[config.mk]
export PLATFORM = sky130hd
export DESIGN_NAME = dynamic_connectivity_table_unit_flat
export DESIGN_NICKNAME = d
export VERILOG_FILES = /design/src/sv/dct_pkg.sv /design/src/sv/dct_if.sv /design/src/sv/dct_front.sv /design/src/sv/dct_queue.sv /design/src/sv/dct_back.sv /design/src/sv/dynamic_connectivity_table_unit.sv /design/src/flat_wrapper.sv
export SDC_FILE = /design/constraint.sdc
export NUM_CORES = 2
export LEC_CHECK = 0
export BUFFER_PORTS_ARGS = -buffer_cell sky130_fd_sc_hd__buf_2
export CORE_UTILIZATION = 45
export DETAILED_ROUTE_END_ITERATION = 8
export SLEW_MARGIN = 5
export SYNTH_ARGS = -nofsm -noshare
export SYNTH_HDL_FRONTEND = slang
export SYNTH_HIERARCHICAL = 1
export SYNTH_SLANG_ARGS = --single-unit
[constraint.sdc]
create_clock -name i_clk -period 31.3 [get_ports i_clk]
set_input_delay 4.695 -clock i_clk [delete_from_list [all_inputs] [get_ports i_clk]]
set_output_delay 4.695 -clock i_clk [all_outputs]
set_load 0.01 [all_outputs]
[src/sv/dct_pkg.sv]
// Shared types and constants for the connectivity table unit.
package dct_pkg;

    localparam int NODE_W = 9;
    localparam int CNT_W  = 9;
    localparam logic [CNT_W-1:0] NODE_COUNT_RST = 9'd256;

    localparam logic KIND_QUERY   = 1'b0;
    localparam logic KIND_CONNECT = 1'b1;

    typedef struct packed {
        logic              kind;
        logic [NODE_W-1:0] node_a;
        logic [NODE_W-1:0] node_b;
        logic              nodes_ok;
    } t_cmd;

    typedef enum logic [2:0] {
        ST_INIT,
        ST_IDLE,
        ST_LOOKUP,
        ST_SCAN,
        ST_DRAIN
    } t_state;

endpackage

[src/sv/dct_if.sv]
// Valid/ready channel interfaces for request and result words.
interface dct_in_if;
    import dct_pkg::*;
    logic              valid;
    logic              ready;
    logic              kind;
    logic [NODE_W-1:0] node_a;
    logic [NODE_W-1:0] node_b;
    modport source (output valid, kind, node_a, node_b, input ready);
    modport sink   (input valid, kind, node_a, node_b, output ready);
endinterface

interface dct_out_if;
    logic valid;
    logic ready;
    logic connected;
    logic out_of_range;
    modport source (output valid, connected, out_of_range, input ready);
    modport sink   (input valid, connected, out_of_range, output ready);
endinterface

[src/sv/dct_front.sv]
// Front end: accepts request words, holds node_count, checks node range.
module dct_front #(
    parameter int NODES = 256
) (
    input  logic                  i_clk,
    input  logic                  i_rst_n,
    input  logic                  i_cfg_wr_en,
    input  logic [dct_pkg::CNT_W-1:0] i_cfg_wr_data,
    input  logic                  i_init_busy,
    input  logic                  i_q_full,
    dct_in_if.sink                i_in,
    output logic                  o_push,
    output dct_pkg::t_cmd         o_cmd
);
    import dct_pkg::*;

    logic [CNT_W-1:0] r_node_count;
    logic             ok_a;
    logic             ok_b;

    always_ff @(posedge i_clk) begin
        if (!i_rst_n) begin
            r_node_count <= NODE_COUNT_RST;
        end else if (i_cfg_wr_en) begin
            r_node_count <= i_cfg_wr_data;
        end
    end

    // a node is usable when 1 <= n <= min(node_count, NODES)
    always_comb begin
        ok_a = (i_in.node_a != '0) && (CNT_W'(i_in.node_a) <= r_node_count)
            && (32'(i_in.node_a) <= 32'(NODES));
        ok_b = (i_in.node_b != '0) && (CNT_W'(i_in.node_b) <= r_node_count)
            && (32'(i_in.node_b) <= 32'(NODES));
    end

    assign i_in.ready     = !i_q_full && !i_init_busy;
    assign o_push         = i_in.valid && i_in.ready;
    assign o_cmd.kind     = i_in.kind;
    assign o_cmd.node_a   = i_in.node_a;
    assign o_cmd.node_b   = i_in.node_b;
    assign o_cmd.nodes_ok = ok_a && ok_b;

endmodule

[src/sv/dct_queue.sv]
// Two-entry command queue between front end and table engine.
module dct_queue (
    input  logic          i_clk,
    input  logic          i_rst_n,
    input  logic          i_push,
    input  dct_pkg::t_cmd i_cmd,
    input  logic          i_pop,
    output logic          o_full,
    output logic          o_empty,
    output dct_pkg::t_cmd o_cmd
);
    import dct_pkg::*;

    t_cmd       r_slot [2];
    logic       r_wr_ptr;
    logic       r_rd_ptr;
    logic [1:0] r_count;

    assign o_full  = (r_count == 2'd2);
    assign o_empty = (r_count == 2'd0);
    assign o_cmd   = r_slot[r_rd_ptr];

    always_ff @(posedge i_clk) begin
        if (i_push) begin
            r_slot[r_wr_ptr] <= i_cmd;
        end
    end

    always_ff @(posedge i_clk) begin
        if (!i_rst_n) begin
            r_wr_ptr <= 1'b0;
            r_rd_ptr <= 1'b0;
            r_count  <= 2'd0;
        end else begin
            if (i_push) begin
                r_wr_ptr <= !r_wr_ptr;
            end
            if (i_pop) begin
                r_rd_ptr <= !r_rd_ptr;
            end
            r_count <= r_count + 2'(i_push) - 2'(i_pop);
        end
    end

endmodule

[src/sv/dct_back.sv]
// Table engine: label memory, init sweep, lookups and relabel scans.
module dct_back #(
    parameter int NODES = 256
) (
    input  logic          i_clk,
    input  logic          i_rst_n,
    input  logic          i_q_empty,
    input  dct_pkg::t_cmd i_cmd,
    output logic          o_pop,
    output logic          o_init_busy,
    dct_out_if.source     o_out
);
    import dct_pkg::*;

    localparam int AW = (NODES > 1) ? $clog2(NODES) : 1;
    localparam int XW = (AW > NODE_W) ? AW : NODE_W;
    localparam logic [AW-1:0] LAST = AW'(NODES - 1);

    logic [AW-1:0] r_mem [NODES];
    logic [AW-1:0] r_rd_a;
    logic [AW-1:0] r_rd_b;

    t_state        r_state;
    t_state        n_state;
    logic [AW-1:0] r_idx;
    logic          r_pend;
    logic [AW-1:0] r_waddr;
    logic [AW-1:0] r_keep;
    logic [AW-1:0] r_drop;
    t_cmd          r_cmd;
    logic          r_out_valid;
    logic          r_connected;
    logic          r_oor;

    logic          rd_en_a;
    logic          rd_en_b;
    logic [AW-1:0] rd_addr_a;
    logic [AW-1:0] rd_addr_b;
    logic          wr_en;
    logic [AW-1:0] wr_addr;
    logic [AW-1:0] wr_data;
    logic          out_load;
    logic          pop;
    logic [XW-1:0] a_m1;
    logic [XW-1:0] b_m1;

    assign a_m1 = XW'(i_cmd.node_a) - XW'(1);
    assign b_m1 = XW'(i_cmd.node_b) - XW'(1);

    always_comb begin
        n_state = r_state;
        case (r_state)
            ST_INIT: begin
                if (r_idx == LAST) n_state = ST_IDLE;
            end
            ST_IDLE: begin
                if (!i_q_empty) n_state = ST_LOOKUP;
            end
            ST_LOOKUP: begin
                if (r_cmd.kind == KIND_QUERY) begin
                    if (!r_out_valid || o_out.ready) n_state = ST_IDLE;
                end else if (r_cmd.nodes_ok && (r_rd_a != r_rd_b)) begin
                    n_state = ST_SCAN;
                end else begin
                    n_state = ST_IDLE;
                end
            end
            ST_SCAN: begin
                if (r_idx == LAST) n_state = ST_DRAIN;
            end
            ST_DRAIN: n_state = ST_IDLE;
            default:  n_state = ST_INIT;
        endcase
    end

    always_comb begin
        pop       = 1'b0;
        rd_en_a   = 1'b0;
        rd_en_b   = 1'b0;
        rd_addr_a = a_m1[AW-1:0];
        rd_addr_b = b_m1[AW-1:0];
        wr_en     = 1'b0;
        wr_addr   = r_waddr;
        wr_data   = r_keep;
        out_load  = 1'b0;
        case (r_state)
            ST_INIT: begin
                wr_en   = 1'b1;
                wr_addr = r_idx;
                wr_data = r_idx;
            end
            ST_IDLE: begin
                pop     = !i_q_empty;
                rd_en_a = !i_q_empty;
                rd_en_b = !i_q_empty;
            end
            ST_LOOKUP: begin
                out_load = (r_cmd.kind == KIND_QUERY) && (!r_out_valid || o_out.ready);
            end
            ST_SCAN: begin
                rd_en_a   = 1'b1;
                rd_addr_a = r_idx;
                wr_en     = r_pend && (r_rd_a == r_drop);
            end
            ST_DRAIN: begin
                wr_en = r_pend && (r_rd_a == r_drop);
            end
            default: begin
                pop = 1'b0;
            end
        endcase
    end

    always_ff @(posedge i_clk) begin
        if (wr_en) begin
            r_mem[wr_addr] <= wr_data;
        end
        if (rd_en_a) begin
            r_rd_a <= r_mem[rd_addr_a];
        end
        if (rd_en_b) begin
            r_rd_b <= r_mem[rd_addr_b];
        end
    end

    always_ff @(posedge i_clk) begin
        if (pop) begin
            r_cmd <= i_cmd;
        end
        if (r_state == ST_LOOKUP) begin
            r_keep <= r_rd_a;
            r_drop <= r_rd_b;
        end
        if (r_state == ST_SCAN) begin
            r_waddr <= r_idx;
        end
        if (out_load) begin
            r_connected <= r_cmd.nodes_ok && (r_rd_a == r_rd_b);
            r_oor       <= !r_cmd.nodes_ok;
        end
    end

    always_ff @(posedge i_clk) begin
        if (!i_rst_n) begin
            r_state     <= ST_INIT;
            r_idx       <= '0;
            r_pend      <= 1'b0;
            r_out_valid <= 1'b0;
        end else begin
            r_state <= n_state;
            r_pend  <= (r_state == ST_SCAN);
            if (r_state == ST_INIT || r_state == ST_SCAN) begin
                r_idx <= r_idx + AW'(1);
            end else if (r_state == ST_LOOKUP) begin
                r_idx <= '0;
            end
            if (out_load) begin
                r_out_valid <= 1'b1;
            end else if (o_out.ready) begin
                r_out_valid <= 1'b0;
            end
        end
    end

    assign o_pop              = pop;
    assign o_init_busy        = (r_state == ST_INIT);
    assign o_out.valid        = r_out_valid;
    assign o_out.connected    = r_connected;
    assign o_out.out_of_range = r_oor;

endmodule

[src/sv/dynamic_connectivity_table_unit.sv]
// Top level of the quick-find connectivity table unit.
//
// Request words arrive on i_in (kind, node_a, node_b), result words leave on
// o_out (connected, out_of_range). A query gives one result word, a connect
// gives none. i_cfg_wr_en/i_cfg_wr_data write node_count; the user must do so
// only while the unit idles, since the block itself does not enforce it.
// A front end checks node range and drops requests into a two-entry queue; an
// engine works through the queue against a one-write, two-read label memory.
// A query is popped, its two labels read, and the answer loaded into the result
// register. A connect whose nodes already share a label ends after the lookup;
// a real merge scans the whole label memory through one read port. A result
// waits in the output register while the receiver stalls; the queue keeps
// taking requests until it holds two, then i_in.ready drops.
//
// After reset the engine writes label i into entry i, one entry per cycle, so
// no request is accepted until that sweep is done. node_count resets to 256.
module dynamic_connectivity_table_unit #(
    parameter int NODES = 256
) (
    input  logic                     i_clk,
    input  logic                     i_rst_n,
    input  logic                     i_cfg_wr_en,
    input  logic [dct_pkg::CNT_W-1:0] i_cfg_wr_data,
    dct_in_if.sink                   i_in,
    dct_out_if.source                o_out
);
    import dct_pkg::*;

    logic init_busy;
    logic q_full;
    logic q_empty;
    logic push;
    logic pop;
    t_cmd push_cmd;
    t_cmd head_cmd;

    dct_front #(.NODES(NODES)) u_front (
        .i_clk         (i_clk),
        .i_rst_n       (i_rst_n),
        .i_cfg_wr_en   (i_cfg_wr_en),
        .i_cfg_wr_data (i_cfg_wr_data),
        .i_init_busy   (init_busy),
        .i_q_full      (q_full),
        .i_in          (i_in),
        .o_push        (push),
        .o_cmd         (push_cmd)
    );

    dct_queue u_queue (
        .i_clk   (i_clk),
        .i_rst_n (i_rst_n),
        .i_push  (push),
        .i_cmd   (push_cmd),
        .i_pop   (pop),
        .o_full  (q_full),
        .o_empty (q_empty),
        .o_cmd   (head_cmd)
    );

    dct_back #(.NODES(NODES)) u_back (
        .i_clk       (i_clk),
        .i_rst_n     (i_rst_n),
        .i_q_empty   (q_empty),
        .i_cmd       (head_cmd),
        .o_pop       (pop),
        .o_init_busy (init_busy),
        .o_out       (o_out)
    );

endmodule

[src/flat_wrapper.sv]
// flat-port wrapper written by rule: the top's interface ports become plain ports
module dynamic_connectivity_table_unit_flat import dct_pkg::*;
#(
    parameter int NODES = 256
)
  (i_clk, i_rst_n, i_cfg_wr_en, i_cfg_wr_data, i_in_valid, i_in_kind, i_in_node_a, i_in_node_b, i_in_ready, o_out_valid, o_out_connected, o_out_out_of_range, o_out_ready);
  dct_in_if i_in_i ();
  dct_out_if o_out_i ();
  input  logic i_clk;
  input  logic i_rst_n;
  input  logic i_cfg_wr_en;
  input  logic [dct_pkg::CNT_W-1:0] i_cfg_wr_data;
  input wire logic [$bits(i_in_i.valid)-1:0] i_in_valid;
  input wire logic [$bits(i_in_i.kind)-1:0] i_in_kind;
  input wire logic [$bits(i_in_i.node_a)-1:0] i_in_node_a;
  input wire logic [$bits(i_in_i.node_b)-1:0] i_in_node_b;
  output wire logic [$bits(i_in_i.ready)-1:0] i_in_ready;
  output wire logic [$bits(o_out_i.valid)-1:0] o_out_valid;
  output wire logic [$bits(o_out_i.connected)-1:0] o_out_connected;
  output wire logic [$bits(o_out_i.out_of_range)-1:0] o_out_out_of_range;
  input wire logic [$bits(o_out_i.ready)-1:0] o_out_ready;
  assign i_in_i.valid = i_in_valid;
  assign i_in_i.kind = i_in_kind;
  assign i_in_i.node_a = i_in_node_a;
  assign i_in_i.node_b = i_in_node_b;
  assign i_in_ready = i_in_i.ready;
  assign o_out_valid = o_out_i.valid;
  assign o_out_connected = o_out_i.connected;
  assign o_out_out_of_range = o_out_i.out_of_range;
  assign o_out_i.ready = o_out_ready;
  dynamic_connectivity_table_unit #(.NODES(NODES)) u_core (.i_clk(i_clk), .i_rst_n(i_rst_n), .i_cfg_wr_en(i_cfg_wr_en), .i_cfg_wr_data(i_cfg_wr_data), .i_in(i_in_i), .o_out(o_out_i));
endmodule
==> results.md <==
- Endpoint class of the critical path: output port
- Kind of critical path: flop to output port
- CP Data Required Time: around 27 ns
- 1st-pass router iterations: 8
- Final setup violation count: 0
- Nets: around 7,000
- Ports: 37
- Via density: 6.890
- DIE WIDTH: approximately 480 um
- Critical Path Start: u_core/u_back/r_state[2]$_SDFFE_PN0P_
- CP Max Fanout: 27
- Hold slack: 0.5217 ns
- Commonest non-fill, non-tap cell in the layout: edfxtp_1
- Die footprint: between 0.2 and 0.25 mm^2
- Worst hold start: u_core/u_front/r_node_count[6]$_SDFFE_PN0P_
- WL met2: roughly 160,000 um
- GRT Total Usage: 31.02%
- P_int: 7.193 mW
- Cells after Synth: about 7,000
- Synthesis Warnings: 6
- Period minus WS final: about 8.7 ns
- Seq pwr share: 28.6%
- Most frequent cells in the layout: 2,128 x edfxtp_1, 1,242 x nand2_1, 685 x mux4_2
- Initial Util: between 40 and 50%
- Leakage: roughly 37 nW
- Clock Path Buffers: 3
- Outcome: finished with violations
- First-pass GRT wire length: 504,500 um
- Starting DRT DRC Count: 11,520
- Final period util: around 28%
- Clk root buf: clkbuf_16
- Clk_skew: 0.05137 ns
- Slew @ Worst Pin: approximately 1.5 ns
- HP Class: flop to flop
- Worst VDD drop: between 0.00015 and 0.0002 V
- WL/cell: about 36 um
- Synth Cell Area: 0.1023 mm^2
- H-tree depth: 4
- CP Launch Type: flop
- Top layer in use: met5
- Post-DRT Antenna Nets: 0
- Resized cells post-CTS: 0
- Fin util: approximately 50%
- Psw: about 5.6 mW
- CTS buffer count: roughly 220
- FMAX: between 100 and 150 MHz
- Post-Syn Nets: 7,125
- Antenna violations before repair: 19
- Power Density: around 110 mW/mm^2
- Area grow syn2layout: 10.72%
- Vias: about 70,000
- Arrival time worst endpoint: around 4.0 ns
- Vias in the first global route: 66,510
- Remaining DRCs: 0
- Hold Fails Final Rpt: 0
- DRT Wirelength: 362,000 um
- Clock sinks: 2,155
- Filler cell count: ~19,000
- Slew HR: -2.325%
- Wl on met1: about 130,000 um
- Cell Count, Final, Fillers Out: 10,120
- RSZ-0062 raised after global routing: false
- IO Port Bufs: 36
- Layout cells sized above 1: around 19%
- Post-CTS setup buffer count: 0
- GRT overflow: 0
- Sw frac: 43.83%
- RePlAce Congestion: around 0.97
- Clk pwr share: around a fifth
- Syn Area/Cell: ~14 um^2
- Die H: roughly 480 um
- Largest net degree at the start of global routing: about 210
- Max Cap Viol: 4
- DP Cell Count: a little under 10,000
- Final instance area: approximately 0.11 mm^2
- Met3 routed WL: between 40,000 and 50,000 um
- DPL Wire Length: approximately 220,000 um
- TritonCTS clock tree: built
- Clk Latency, worst-skew pair: just under 0.9 ns
- Violated checks: max-capacitance violations, max-slew violations
- Hold buffer count at cts: 0
- Final slew viol count: 4
- Placed Area: 0.1058 mm^2
- Core area: 0.2253 mm^2
- # rows: about 170
- Total Neg Setup Slack: 0 ns
- Clk pin slew, worst setup/hold paths: about 0.060 ns
- Logic pwr share: 50.2%
## worst max-delay path, stage by stage, from the launching register on
cell and delay, ns:
dfxtp_1 0.80, or3_1 0.80, clkinv_1 0.84, nor2_1 0.44
buf_2 0.20
## routing by layer
metal / vias to the layer above / track usage [%]
met3: 1027 / 9.162
met5: - / 0.3314
li1: 27750 / -
met2: 5113 / 46.32
met1: 35800 / 40.75
met4: 28 / 16.97
## power groups by stage
stage,Sequential [mW],Combinational (mW),Clock (mW)
after floorplan,3.83,3.65,0
after global placement,3.72,6.16,0
after detailed placement,3.72,6.21,0
after CTS,3.66,6.23,2.73
after global routing,3.66,6.55,2.83
final,3.66,6.44,2.71
## registers in the layout (all words and copies together) (netlist names), 3 cells and up, named ones only
signal / flops
u_core/u_back/r_mem: 2048
u_core/u_queue/r_slot: 36
u_core/u_front/r_node_count: 9
u_core/u_back/r_drop: 8
u_core/u_back/r_idx: 8
u_core/u_back/r_keep: 8
u_core/u_back/r_rd_a: 8
u_core/u_back/r_rd_b: 8
u_core/u_back/r_waddr: 8
u_core/u_back/r_state: 3
## per-stage QoR
stage	power (mW)	worst slack, ns
final	12.81	22.64
after global routing	13.04	22.48
after CTS	12.62	22.70
after detailed placement	9.934	23.65
after global placement	9.871	23.78
after floorplan	7.471	17.97
## final timing paths
kind,to,slack [ns],cells after the start
hold reg to reg,u_core/u_front/r_node_count[6]$_SDFFE_PN0P_,0.52,2
setup / recovery,i_in_ready,22.64,4
hold / removal,u_core/u_front/r_node_count[6]$_SDFFE_PN0P_,0.52,2
setup reg to reg,u_core/u_back/r_rd_a[4]$_DFFE_PP_,23.93,17
## layout make-up
cell class                 instances  area (um^2)  share of cell area, %
timing repair buffer             209         1707                  1.507
multi-input combinational       4222        35520                  31.37
clock buffer                     272         5923                  5.232
tap                             2992         3744                  3.306
clock inverter                   155         1476                  1.304
inverter                          99        371.6                 0.3282
sequential                      2155        64440                  56.92
antenna                           14        35.03                0.03094
No activity file was read; power rests on OpenSTA's default activity.
